**config.mk**
```make
export PLATFORM = sky130hd
export DESIGN_NAME = stream_dma_buffer_cache
export DESIGN_NICKNAME = d
export VERILOG_FILES = /design/src/rtl/core/sdbc_pkg.sv /design/src/rtl/core/stream_dma_buffer_cache.sv /design/src/rtl/core/sdbc_ram.sv /design/src/rtl/core/sdbc_ctrl.sv /design/src/rtl/core/sdbc_datapath.sv
export SDC_FILE = /design/constraint.sdc
export NUM_CORES = 2
export LEC_CHECK = 0
export BUFFER_PORTS_ARGS = -buffer_cell sky130_fd_sc_hd__buf_4
export CAP_MARGIN = 5
export CORE_MARGIN = 8
export CORE_UTILIZATION = 65
export CTS_CLUSTER_DIAMETER = 150
export DETAILED_ROUTE_END_ITERATION = 12
export HOLD_SLACK_MARGIN = 0.06
export PLACE_DENSITY = 0.91
export RECOVER_POWER = 50
export SLEW_MARGIN = 20
export SYNTH_ARGS = -nofsm -noshare
export SYNTH_HDL_FRONTEND = slang
export SYNTH_SLANG_ARGS = --single-unit
export TNS_END_PERCENT = 10
```
**constraint.sdc**
```tcl
create_clock -name clk -period 13.8 [get_ports clk]
set_input_delay 0.69 -clock clk [delete_from_list [all_inputs] [get_ports clk]]
set_output_delay 0.69 -clock clk [all_outputs]
set_load 0.005 [all_outputs]
```
**src/rtl/core/sdbc_pkg.sv**
```systemverilog
`timescale 1ns / 1ps
package sdbc_pkg;

    localparam logic [15:0] BUFFER_SIZE_RESET = 16'd1024;

    typedef struct packed {
        logic        mode;
        logic [31:0] addr;
        logic [15:0] len;
    } in_t;

    typedef struct packed {
        logic        hit;
        logic        no_buffer;
        logic [5:0]  buffer_index;
        logic [15:0] offset;
        logic        dma_start;
        logic [31:0] dma_addr;
        logic [6:0]  dma_tag;
        logic [6:0]  freed_count;
    } out_t;

    typedef struct packed {
        logic load;
        logic adv;
        logic hit;
        logic nobuf;
        logic miss_wr;
        logic miss_lnk;
        logic free1;
        logic tfl2;
        logic tick_end;
        logic publish;
    } cmd_t;

    typedef struct packed {
        logic at_end;
        logic is_tick;
        logic below;
        logic fits;
        logic fl_empty;
        logic prev_valid;
        logic old;
        logic out_free;
    } sts_t;

endpackage

```
**src/rtl/core/stream_dma_buffer_cache.sv**
```systemverilog
`timescale 1ns / 1ps
// Buffer pool that caches source reads: a data request (mode 0) is answered from an active
// buffer holding its range, or claims a free buffer and issues a fill DMA, or reports that
// no buffer is free; a tick (mode 1) reclaims buffers unused for more than one frame and
// advances the frame. One item is in work at a time and gives exactly one result item.
// The walk over the address-ordered active list sets the rate: each visited buffer costs a
// registered read of the buffer RAMs, then a compare. The next item is accepted only once
// the result of the last one is loaded into the output register; a result waiting there
// does not keep the next item from being accepted.
module stream_dma_buffer_cache #(
    parameter int NUM_BUFFERS = 16,
    parameter int MAX_PENDING = 64
) (
    input  logic            clk,
    input  logic            rst_n,
    input  logic            cfg_we,
    input  logic [15:0]     cfg_data,
    input  logic            in_valid,
    output logic            in_stall,
    input  sdbc_pkg::in_t   in_data,
    output logic            out_valid,
    input  logic            out_stall,
    output sdbc_pkg::out_t  out_data
);

    sdbc_pkg::cmd_t cmd;
    sdbc_pkg::sts_t sts;

    sdbc_ctrl u_ctrl (
        .clk      (clk),
        .rst_n    (rst_n),
        .in_valid (in_valid),
        .in_stall (in_stall),
        .sts      (sts),
        .cmd      (cmd)
    );

    sdbc_datapath #(
        .NUM_BUFFERS (NUM_BUFFERS),
        .MAX_PENDING (MAX_PENDING)
    ) u_dp (
        .clk       (clk),
        .rst_n     (rst_n),
        .cfg_we    (cfg_we),
        .cfg_data  (cfg_data),
        .in_data   (in_data),
        .cmd       (cmd),
        .sts       (sts),
        .out_stall (out_stall),
        .out_valid (out_valid),
        .out_data  (out_data)
    );

endmodule

```
**src/rtl/core/sdbc_ram.sv**
```systemverilog
`timescale 1ns / 1ps
module sdbc_ram #(
    parameter int WIDTH = 32,
    parameter int DEPTH = 16
) (
    input  logic                     clk,
    input  logic                     we,
    input  logic [$clog2(DEPTH)-1:0] waddr,
    input  logic [WIDTH-1:0]         wdata,
    input  logic [$clog2(DEPTH)-1:0] raddr,
    output logic [WIDTH-1:0]         rdata
);

    logic [WIDTH-1:0] mem [DEPTH];

    always_ff @(posedge clk)
    begin
        if (we)
        begin
            mem[waddr] <= wdata;
        end
        rdata <= mem[raddr];
    end

endmodule

```
**src/rtl/core/sdbc_ctrl.sv**
```systemverilog
`timescale 1ns / 1ps
module sdbc_ctrl (
    input  logic              clk,
    input  logic              rst_n,
    input  logic              in_valid,
    output logic              in_stall,
    input  sdbc_pkg::sts_t    sts,
    output sdbc_pkg::cmd_t    cmd
);

    localparam logic [3:0] S_IDLE = 4'd0;
    localparam logic [3:0] S_WALK = 4'd1;
    localparam logic [3:0] S_RCMP = 4'd2;
    localparam logic [3:0] S_TCMP = 4'd3;
    localparam logic [3:0] S_MISS = 4'd4;
    localparam logic [3:0] S_MWR  = 4'd5;
    localparam logic [3:0] S_MLNK = 4'd6;
    localparam logic [3:0] S_TFL2 = 4'd7;
    localparam logic [3:0] S_DONE = 4'd8;

    logic [3:0] state_reg;
    logic [3:0] state_next;

    assign in_stall = (state_reg != S_IDLE);

    always_comb
    begin
        state_next = state_reg;
        cmd        = '0;
        case (state_reg)
            S_IDLE:
            begin
                if (in_valid)
                begin
                    cmd.load   = 1'b1;
                    state_next = S_WALK;
                end
            end
            S_WALK:
            begin
                // The base, last-use and link RAMs read at the current entry every cycle; data shows up next cycle.
                if (sts.at_end)
                begin
                    if (sts.is_tick)
                    begin
                        cmd.tick_end = 1'b1;
                        state_next   = S_DONE;
                    end
                    else
                    begin
                        state_next = S_MISS;
                    end
                end
                else
                begin
                    state_next = sts.is_tick ? S_TCMP : S_RCMP;
                end
            end
            S_RCMP:
            begin
                if (sts.below)
                begin
                    state_next = S_MISS;
                end
                else if (sts.fits)
                begin
                    cmd.hit    = 1'b1;
                    state_next = S_DONE;
                end
                else
                begin
                    cmd.adv    = 1'b1;
                    state_next = S_WALK;
                end
            end
            S_MISS:
            begin
                if (sts.fl_empty)
                begin
                    cmd.nobuf  = 1'b1;
                    state_next = S_DONE;
                end
                else
                begin
                    state_next = S_MWR;
                end
            end
            S_MWR:
            begin
                cmd.miss_wr = 1'b1;
                state_next  = sts.prev_valid ? S_MLNK : S_DONE;
            end
            S_MLNK:
            begin
                cmd.miss_lnk = 1'b1;
                state_next   = S_DONE;
            end
            S_TCMP:
            begin
                if (sts.old)
                begin
                    cmd.free1  = 1'b1;
                    state_next = sts.fl_empty ? S_WALK : S_TFL2;
                end
                else
                begin
                    cmd.adv    = 1'b1;
                    state_next = S_WALK;
                end
            end
            S_TFL2:
            begin
                cmd.tfl2   = 1'b1;
                state_next = S_WALK;
            end
            S_DONE:
            begin
                if (sts.out_free)
                begin
                    cmd.publish = 1'b1;
                    state_next  = S_IDLE;
                end
            end
            default:
            begin
                state_next = S_IDLE;
            end
        endcase
    end

    always_ff @(posedge clk or negedge rst_n)
    begin
        if (!rst_n)
        begin
            state_reg <= S_IDLE;
        end
        else
        begin
            state_reg <= state_next;
        end
    end

endmodule

```
**src/rtl/core/sdbc_datapath.sv**
```systemverilog
`timescale 1ns / 1ps
module sdbc_datapath #(
    parameter int NUM_BUFFERS = 16,
    parameter int MAX_PENDING = 64
) (
    input  logic            clk,
    input  logic            rst_n,
    input  logic            cfg_we,
    input  logic [15:0]     cfg_data,
    input  sdbc_pkg::in_t   in_data,
    input  sdbc_pkg::cmd_t  cmd,
    output sdbc_pkg::sts_t  sts,
    input  logic            out_stall,
    output logic            out_valid,
    output sdbc_pkg::out_t  out_data
);

    localparam int AW = $clog2(NUM_BUFFERS);
    localparam int LW = $clog2(NUM_BUFFERS + 1);
    localparam logic [LW-1:0] END_MARK = LW'(NUM_BUFFERS);
    localparam logic [6:0]    PEND_MAX = 7'(MAX_PENDING);

    logic [15:0]            size_reg;
    sdbc_pkg::in_t          req_reg;
    logic [LW-1:0]          cur_reg;
    logic [LW-1:0]          prev_reg;
    logic [LW-1:0]          steps_reg;
    logic [LW-1:0]          tmp_reg;
    logic [LW-1:0]          ahead_reg;
    logic [LW-1:0]          fhead_reg;
    logic [31:0]            frame_reg;
    logic [6:0]             pend_reg;
    logic [6:0]             freed_reg;
    sdbc_pkg::out_t         res_reg;
    sdbc_pkg::out_t         out_reg;
    logic                   out_valid_reg;
    logic [NUM_BUFFERS-1:0] fl_vld_reg;
    logic                   flrd_vld_reg;
    logic [AW-1:0]          flrd_idx_reg;

    logic [31:0]   base_rd;
    logic [31:0]   lu_rd;
    logic [LW-1:0] alink_rd;
    logic [LW-1:0] flink_ram_rd;
    logic [LW-1:0] fl_rd;

    logic          lu_we;
    logic [AW-1:0] lu_waddr;
    logic          al_we;
    logic [AW-1:0] al_waddr;
    logic [LW-1:0] al_wdata;
    logic          fl_we;
    logic [AW-1:0] fl_waddr;
    logic [LW-1:0] fl_wdata;

    // A free-list entry never written reads as its reset chain value, its index plus one.
    assign fl_rd = flrd_vld_reg ? flink_ram_rd : LW'(flrd_idx_reg) + LW'(1);

    assign lu_we    = cmd.hit | cmd.miss_wr;
    assign lu_waddr = cmd.hit ? cur_reg[AW-1:0] : fhead_reg[AW-1:0];

    assign al_we    = cmd.miss_wr | cmd.miss_lnk | (cmd.free1 & sts.prev_valid);
    assign al_waddr = cmd.miss_wr ? fhead_reg[AW-1:0] : prev_reg[AW-1:0];
    assign al_wdata = cmd.miss_wr ? cur_reg : (cmd.miss_lnk ? tmp_reg : alink_rd);

    assign fl_we    = cmd.free1 | cmd.tfl2;
    assign fl_waddr = cmd.free1 ? cur_reg[AW-1:0] : fhead_reg[AW-1:0];
    assign fl_wdata = cmd.free1 ? (sts.fl_empty ? END_MARK : fl_rd) : tmp_reg;

    sdbc_ram #(.WIDTH(32), .DEPTH(NUM_BUFFERS)) u_base (
        .clk   (clk),
        .we    (cmd.miss_wr),
        .waddr (fhead_reg[AW-1:0]),
        .wdata ({req_reg.addr[31:1], 1'b0}),
        .raddr (cur_reg[AW-1:0]),
        .rdata (base_rd)
    );

    sdbc_ram #(.WIDTH(32), .DEPTH(NUM_BUFFERS)) u_lastuse (
        .clk   (clk),
        .we    (lu_we),
        .waddr (lu_waddr),
        .wdata (frame_reg),
        .raddr (cur_reg[AW-1:0]),
        .rdata (lu_rd)
    );

    sdbc_ram #(.WIDTH(LW), .DEPTH(NUM_BUFFERS)) u_alink (
        .clk   (clk),
        .we    (al_we),
        .waddr (al_waddr),
        .wdata (al_wdata),
        .raddr (cur_reg[AW-1:0]),
        .rdata (alink_rd)
    );

    sdbc_ram #(.WIDTH(LW), .DEPTH(NUM_BUFFERS)) u_flink (
        .clk   (clk),
        .we    (fl_we),
        .waddr (fl_waddr),
        .wdata (fl_wdata),
        .raddr (fhead_reg[AW-1:0]),
        .rdata (flink_ram_rd)
    );

    assign sts.at_end     = (cur_reg >= END_MARK) || (steps_reg == END_MARK);
    assign sts.is_tick    = req_reg.mode;
    assign sts.below      = req_reg.addr < base_rd;
    assign sts.fits       = ({1'b0, req_reg.addr} + {17'b0, req_reg.len})
                            <= ({1'b0, base_rd} + {17'b0, size_reg});
    assign sts.fl_empty   = fhead_reg >= END_MARK;
    assign sts.prev_valid = prev_reg != END_MARK;
    assign sts.old        = ({1'b0, lu_rd} + 33'd1) < {1'b0, frame_reg};
    assign sts.out_free   = !out_valid_reg || !out_stall;

    assign out_valid = out_valid_reg;
    assign out_data  = out_reg;

    always_ff @(posedge clk or negedge rst_n)
    begin
        if (!rst_n)
        begin
            size_reg      <= sdbc_pkg::BUFFER_SIZE_RESET;
            ahead_reg     <= END_MARK;
            fhead_reg     <= '0;
            frame_reg     <= '0;
            pend_reg      <= '0;
            fl_vld_reg    <= '0;
            out_valid_reg <= 1'b0;
        end
        else
        begin
            if (cfg_we)
            begin
                size_reg <= cfg_data;
            end
            if (fl_we)
            begin
                fl_vld_reg[fl_waddr] <= 1'b1;
            end
            if (cmd.miss_wr)
            begin
                fhead_reg <= fl_rd;
                if (!sts.prev_valid)
                begin
                    ahead_reg <= fhead_reg;
                end
                pend_reg <= (pend_reg < PEND_MAX) ? pend_reg + 7'd1 : PEND_MAX;
            end
            if (cmd.free1)
            begin
                if (!sts.prev_valid)
                begin
                    ahead_reg <= alink_rd;
                end
                if (sts.fl_empty)
                begin
                    fhead_reg <= cur_reg;
                end
            end
            if (cmd.tick_end)
            begin
                pend_reg  <= '0;
                frame_reg <= frame_reg + 32'd1;
            end
            if (cmd.publish)
            begin
                out_valid_reg <= 1'b1;
            end
            else if (out_valid_reg && !out_stall)
            begin
                out_valid_reg <= 1'b0;
            end
        end
    end

    always_ff @(posedge clk)
    begin
        flrd_vld_reg <= fl_vld_reg[fhead_reg[AW-1:0]];
        flrd_idx_reg <= fhead_reg[AW-1:0];
        if (cmd.load)
        begin
            req_reg   <= in_data;
            cur_reg   <= ahead_reg;
            prev_reg  <= END_MARK;
            steps_reg <= '0;
            freed_reg <= '0;
            res_reg   <= '0;
        end
        if (cmd.adv)
        begin
            prev_reg  <= cur_reg;
            cur_reg   <= alink_rd;
            steps_reg <= steps_reg + LW'(1);
        end
        if (cmd.hit)
        begin
            res_reg.hit          <= 1'b1;
            res_reg.buffer_index <= 6'(cur_reg[AW-1:0]);
            res_reg.offset       <= 16'(req_reg.addr - base_rd);
        end
        if (cmd.nobuf)
        begin
            res_reg.no_buffer <= 1'b1;
        end
        if (cmd.miss_wr)
        begin
            tmp_reg              <= fhead_reg;
            res_reg.buffer_index <= 6'(fhead_reg[AW-1:0]);
            res_reg.offset       <= {15'b0, req_reg.addr[0]};
            res_reg.dma_start    <= 1'b1;
            res_reg.dma_addr     <= {req_reg.addr[31:1], 1'b0};
            res_reg.dma_tag      <= pend_reg;
        end
        if (cmd.free1)
        begin
            tmp_reg   <= cur_reg;
            freed_reg <= freed_reg + 7'd1;
            cur_reg   <= alink_rd;
            steps_reg <= steps_reg + LW'(1);
        end
        if (cmd.tick_end)
        begin
            res_reg.freed_count <= freed_reg;
        end
        if (cmd.publish)
        begin
            out_reg <= res_reg;
        end
    end

endmodule

```
Word-level counts from Yosys, hierarchy flattened. Memories as Yosys holds them, arrays and structs flattened. A register that Yosys moved wholly into a read port is not among the register bits. Cells that the tools add are included. W data, S select, Z words.

Output and inout port bits: 73. Input port bits: 70. Memories kept: 4. Register bits after elaboration: 335. Bits in writable memories: 1168. Logic and storage cells: 175.

Memory list: u_dp.u_lastuse.mem (depth 16, bits a word 32, rd ports 1, clocked after Yosys merged registers in 1, wr ports 1, line sdbc_ram.sv:14) `logic [WIDTH-1:0] mem [DEPTH];`; u_dp.u_base.mem (depth 16, bits a word 31, rd ports 1, clocked after Yosys merged registers in 1, wr ports 1, line sdbc_ram.sv:14); u_dp.u_alink.mem (depth 16, bits a word 5, rd ports 1, clocked after Yosys merged registers in 1, wr ports 1, line sdbc_ram.sv:14); u_dp.u_flink.mem (depth 16, bits a word 5, rd ports 1, clocked after Yosys merged registers in 1, wr ports 1, line sdbc_ram.sv:14).

Magnitude comparators: 9. Add/subtract/negate cells: 9. Reductions and logical operators: 19. Bitwise operators: 6. Equality and inequality tests: 12. Muxes and demuxes: 80.

Operators with widths (number): $mux W5 (22); $mux W67 (1); $add A32 B16 Y33 (2); $mux W60 (1); $mux W4 (12); $mux W7 (6); $pmux W4 S9 (1); $add A32 B1 Y33 const B (1); $le A33 B33 Y1 (1); $lt A33 B32 Y1 (1); $add A32 B1 Y32 const B (1); $lt A32 B32 Y1 (1); $mux W1 (31); $mux W20 (1); $eq A4 B3 Y1 const B (4); $or A16 B16 Y16 (1); $reduce_bool A2 Y1 (8); $sub A16 B16 Y16 (1); $add A7 B1 Y7 const B (2); $ge A5 B5 Y1 const B (2); $lt A4 B5 Y1 const B (2); $eq A4 B2 Y1 const B (2); $lt A7 B7 Y1 const B (1); $reduce_bool A3 Y1 (2); 21 further kinds (28).

Logic depth before layout (Yosys ltp).
Depth in word-level cells: 10. Depth in mapped cells: 22.

Modules after synthesis. From an unflattened synthesis, not the netlist that was laid out.

Cell total of the unflattened synthesis: 3482. Area, all modules: 62941.6 sq um.

Modules (own cells, without submodules): sdbc_ram (u_dp.u_base ...) (area an instance 19854.0 sq um, cells each 838, times used 2); sdbc_datapath (area an instance 16417.0 sq um, cells each 1447, times used 1); sdbc_ram (u_dp.u_alink ...) (area an instance 3213.1 sq um, cells each 155, times used 2); sdbc_ctrl (area an instance 390.4 sq um, cells each 49, times used 1).

Least setup slack after synthesis. Ideal clock, no wire load.

Kind: register -> register. Start point: register u_dp.req_reg[18] (netlist bit). End point: memory u_dp.u_lastuse.mem[5][0] (enable). Path slack: 6.400 ns. Stages on the path, launching flop included: 19. Arrival time: 6.928 ns. Buffers on the path: 1. Library setup time: 0.472 ns. Path through: edfxtp_1 > ha_1 > nor2b_1 > o21a_1 > o21ai_1 > a311oi_1 > a21o_1 > o41ai_2 > nor3_1 > xor2_1 > ha_1 > a21oi_1 > nand3_1 > a221oi_2 > nand3_1 > o31a_1 > or3_4 > buf_6 > o32ai_1.

Longest elaborated chain between the ends: 8.

Ends and longest elaborated chain: start: declaration (line sdbc_datapath.sv:24) `sdbc_pkg::in_t req_reg;`; start signal: assignment (line sdbc_datapath.sv:183) `req_reg <= in_data;`; $add A32 B16 Y33 (line sdbc_datapath.sv:109) `assign sts.fits = ({1'b0, req_reg.addr} + {17'b0, req_reg.len})`; $le A33 B33 Y1 (line sdbc_datapath.sv:110) `<= ({1'b0, base_rd} + {17'b0, size_reg});`; $mux W1 (line sdbc_ctrl.sv:65) `else if (sts.fits)`; $mux W2 (*) (line sdbc_ctrl.sv:61) `if (sts.below)`; $mux W1 (*) (line sdbc_ctrl.sv:30) `case (state_reg)`; $or A1 B1 Y1 (line sdbc_datapath.sv:59) `assign lu_we = cmd.hit | cmd.miss_wr;`; $mux W1 (line sdbc_ram.sv:18) `if (we)`; $mux W1 (implied by the code) (line sdbc_ram.sv:20) `mem[waddr] <= wdata;`; end: declaration (line sdbc_ram.sv:14).

Mark *: on every way between the ends. The rest lies on a longest branch, timed or not.

Worst setup path in the final report.
Start point: register u_dp.req_reg[18] (netlist bit). End point: memory u_dp.u_lastuse.mem[11][10] (enable).

Same word-level chain as after synthesis.

==> flow_summary_export.csv <==
group,metric,value,unit
logic_synthesis,syn-cell-area,0.06233,mm2
critical_path,crit_buf_inv,2,
run,cap_violations,9,
logic_synthesis,syn_area_per_cell,18.80,um2
global_routing,grt_pass1_wl,245.1,mm
cells_and_area,top_register,"u_dp.u_lastuse.mem",
critical_path,max_stage_delay,0.90,ns
critical_path,worstSetupPathType,"flip-flop to flip-flop",
routing,via_per_inst,7.262,
floorplan,die_x,325.7,um
critical_path,cpMaxStageDelayCell,"nor3_2",
routing,drtPass1Iterations,10,
routing,route.met3.wl,20.57,mm
critical_path,path_delay_family,"compound AO/OA/AOI/OAI gates",
power_and_ir_drop,leakagePower,0.02358,uW
critical_path,path_depth,19,
routing,wl_per_cell,33.93,um
critical_path,crit_chain,"clkbuf_1, ha_1, a21oi_1, o211a_1, o21ai_0, a31o_2, a21oi_1, nor3b_1, xor2_1, ha_1, nand4_1, nor2_1, a221oi_2, nand3_1, o31a_1, nor3_2, nand3_1, a21oi_4, buf_4",
routing,totalWireLength,167.7,mm
global_routing,antenna_found_initial,4,
logic_synthesis,synthCells,3316,
cells_and_area,fill_cells,4866,
status,outcome,"finished with violations",
cells_and_area,regArea,0.04498,mm2
timing,period_share,0.5843,
critical_path,cp-end-kind,"flip-flop",
timing,whs,0.1195,ns
power_and_ir_drop,ir_drop,0.1605,mV
logic_synthesis,seq_area_frac_synth,0.7215,
logic_synthesis,synth_edf_count,1362,
routing,dr_wl_met2,81.54,mm
placement,io_buffer_count,139,
timing,setup_viol,0,
timing,setup_tns,0,ns
status,violations,"capacitance limit, slew limit",
critical_path,worst-path-max-fanout,20,
cells_and_area,multi_input_area,0.01670,mm2
clock_network,cts_tree,"yes",
logic_synthesis,synth_seq_cells,1544,
placement,gp_congestion,0.9484,
cells_and_area,area_delta_synth_final,12.33,%
critical_path,worstSetupStartpointType,"flip-flop",
clock_network,clock_path_buffers,3,
cells_and_area,final_cell_mix,"edfxtp_1 (1,362), mux4_2 (370), clkbuf_16 (152), ha_1 (133), nand2_1 (117)",
cells_and_area,drive_above_1_share,0.2216,
clock_network,cts-root-buf,"clkbuf_16",
floorplan,dieArea,0.1061,mm2
clock_network,cts_setup_buffers,0,
clock_network,ctsResizeCount,0,
routing,routed.top_layer,"met5",
global_routing,overflow,0,
timing,grt_setup_unrepaired,"false",
floorplan,pin_count,143,
global_routing,grt_max_degree,114,
floorplan,core_area,0.09501,mm2
clock_network,cts-buffers-inserted,147,
timing,post-route-min-period,8.063,ns
logic_synthesis,yosysUniqueCellTypes,80,
critical_path,cp.arrival,8.48,ns
cells_and_area,largest_register_ffs,512,
min_path,hp-class,"input port to flip-flop",
logic_synthesis,ys_async_sr_fraction,0.05570,
timing,fmax,124.0,MHz
cells_and_area,reg.largest.list,"u_dp.u_lastuse.mem: 512 flops, u_dp.u_base.mem: 496 flops",
placement,placed_cells_incl_taps,4668,
timing,fin_skew,0.02961,ns
clock_network,clk_pin_slew,0.06,ns
routing,wl_met1,55.60,mm
logic_synthesis,ys.warnings.count,0,
power_and_ir_drop,powerDensity,202.7,mW/mm2
timing,slew_headroom,-1.796,
timing,finalHoldViolCount,0,
cells_and_area,layout_commonest_cell,"edfxtp_1",
routing,ant_nets,0,
clock_network,clock_latency,0.77,ns
floorplan,dieHeight,325.7,um
routing,vias,35896,
min_path,worstHoldPathCells,1,
floorplan,rows,113,
placement,hpwlAfterDp,91.96,mm
timing,drv_slew,381,
critical_path,crit_required,14.21,ns
global_routing,grt_use_total,0.3126,
logic_synthesis,ys.flop_type,"edfxtp_1",
floorplan,start_util,0.6561,
critical_path,worstRegToRegCells,19,
timing,tightest_slew,4.194,ns
clock_network,cts.sinks,1544,
routing,drc,0,
routing,drt_iter0_markers,5534,
cells_and_area,nNetsFinal,3759,
global_routing,grt_pass1_vias,36615,
cells_and_area,final_cells,4943,
clock_network,htreeDepth,4,
-- synthesized netlist by cell type, drive strengths merged, types with 4 or more instances --
master	count	area share
nor4	6	0.00060
nand2b	12	0.0012
o21bai	4	0.00048
a21oi	84	0.0067
nand2	117	0.0070
a31o	4	0.00056
nand3	72	0.0059
or2	11	0.0011
nor3	38	0.0033
a2bb2oi	5	0.00070
o21a	11	0.0013
edfxtp	1362	0.66
a31oi	10	0.0010
dfrtp	84	0.034
clkbuf	86	0.0052
o211ai	5	0.00060
o22ai	22	0.0022
o221ai	8	0.0011
and3	79	0.0079
ha	133	0.027
o31ai	9	0.0012
nor3b	8	0.00096
nand4	27	0.0028
o32ai	4	0.00056
a211oi	12	0.0016
dfxtp	96	0.031
o21ai	67	0.0054
and4	9	0.0013
or3	8	0.00088
nor2b	13	0.0013
mux2	22	0.0040
mux4	370	0.13
a221o	6	0.00096
inv	100	0.0060
and2	15	0.0015
mux2i	7	0.0011
a21boi	6	0.00072
nor2	121	0.0073
xnor2	101	0.014
buf	51	0.0038
xor2	38	0.0053
a21o	35	0.0042
-- layout make-up --
class,instances,area share
clock inverters,92,0.01385
repair buffers,223,0.01976
multi-input cells,1536,0.2386
clock buffers,181,0.05731
diodes,1,0.00003574
well taps,1265,0.02261
flip-flops and latches,1544,0.6424
inverters,101,0.005486
-- cell families (layout without fill, tap and decap cells) --
logic type                 Yosys count  after routing  share of synthesized area
DFF                               1544           1544                     0.7215
and+or+nand+nor                    542            542                    0.04390
muxes                              399            399                     0.1388
AOI/OAI and AO/OA                  317            317                    0.03344
buffers and inverters              238            597                    0.01509
xor gates and xnor gates           139            139                    0.01953
adders and majority gates          136            136                    0.02766
other                                1              4                 0.00006016
-- worst paths after layout --
check,from,to,slack [ns]
worst max-delay path,u_dp.req_reg[18],u_dp.u_lastuse.mem[11][10],5.74
worst min-delay path,in_data[44],u_dp.req_reg[44],0.12
worst max register to register,u_dp.req_reg[18],u_dp.u_lastuse.mem[11][10],5.74
worst min register to register,u_dp.res_reg[4],u_dp.out_data[4],0.42
max in group asynchronous,rst_n,u_dp.fhead_reg[0],7.79
min in group asynchronous,rst_n,u_dp.frame_reg[31],1.11
-- report_power, final --
| group | total (uW) | switching (uW) | internal (uW) |
|---|---|---|---|
| sequential | 6110 | 423 | 5680 |
| clock | 4210 | 1810 | 2400 |
| combinational | 3870 | 2240 | 1640 |
-- timing repair --
| item | 4_1_cts | 5_1_grt |
|---|---|---|
| endpoints found under the hold margin | 25 | 0 |
| setup endpoints to repair | 0 | 0 |
| hold buffers | 1 | 0 |
-- routing by layer --
layer / track usage / vias up
met4: 0.1510 / 4
met1: 0.3954 / 17832
met5: 0 / -
met3: 0.07409 / 822
met2: 0.5140 / 3439
li1: - / 13799
-- worst register-to-register path, cell delays in order (launching register included) --
cell      delay (ns)
edfxtp_1        0.32
clkbuf_1        0.79
ha_1            0.44
a21oi_1         0.28
o211a_1         0.21
o21ai_0         0.15
a31o_2          0.26
a21oi_1         0.77
nor3b_1         0.16
xor2_1          0.21
ha_1            0.38
nand4_1         0.18
nor2_1          0.08
a221oi_2        0.28
nand3_1         0.11
o31a_1          0.40
nor3_2          0.90
nand3_1         0.58
a21oi_4         0.73
buf_4           0.49
-- stage by stage --
stage | util | cell area, um2 | setup WS (ns) | total power (uW)
2_1_floorplan | - | 62340 | 6.400 | 8536
3_3_place_gp | 0.6875 | 65320 | 6.766 | 9599
3_5_place_dp | 0.6881 | 65380 | 6.376 | 9803
4_1_cts | 0.7407 | 70370 | 6.235 | 14110
5_1_grt | 0.7369 | 70020 | 5.514 | 14580
6_report | 0.7369 | 70020 | 5.737 | 14190
No activity file was read; power rests on OpenSTA's default activity.
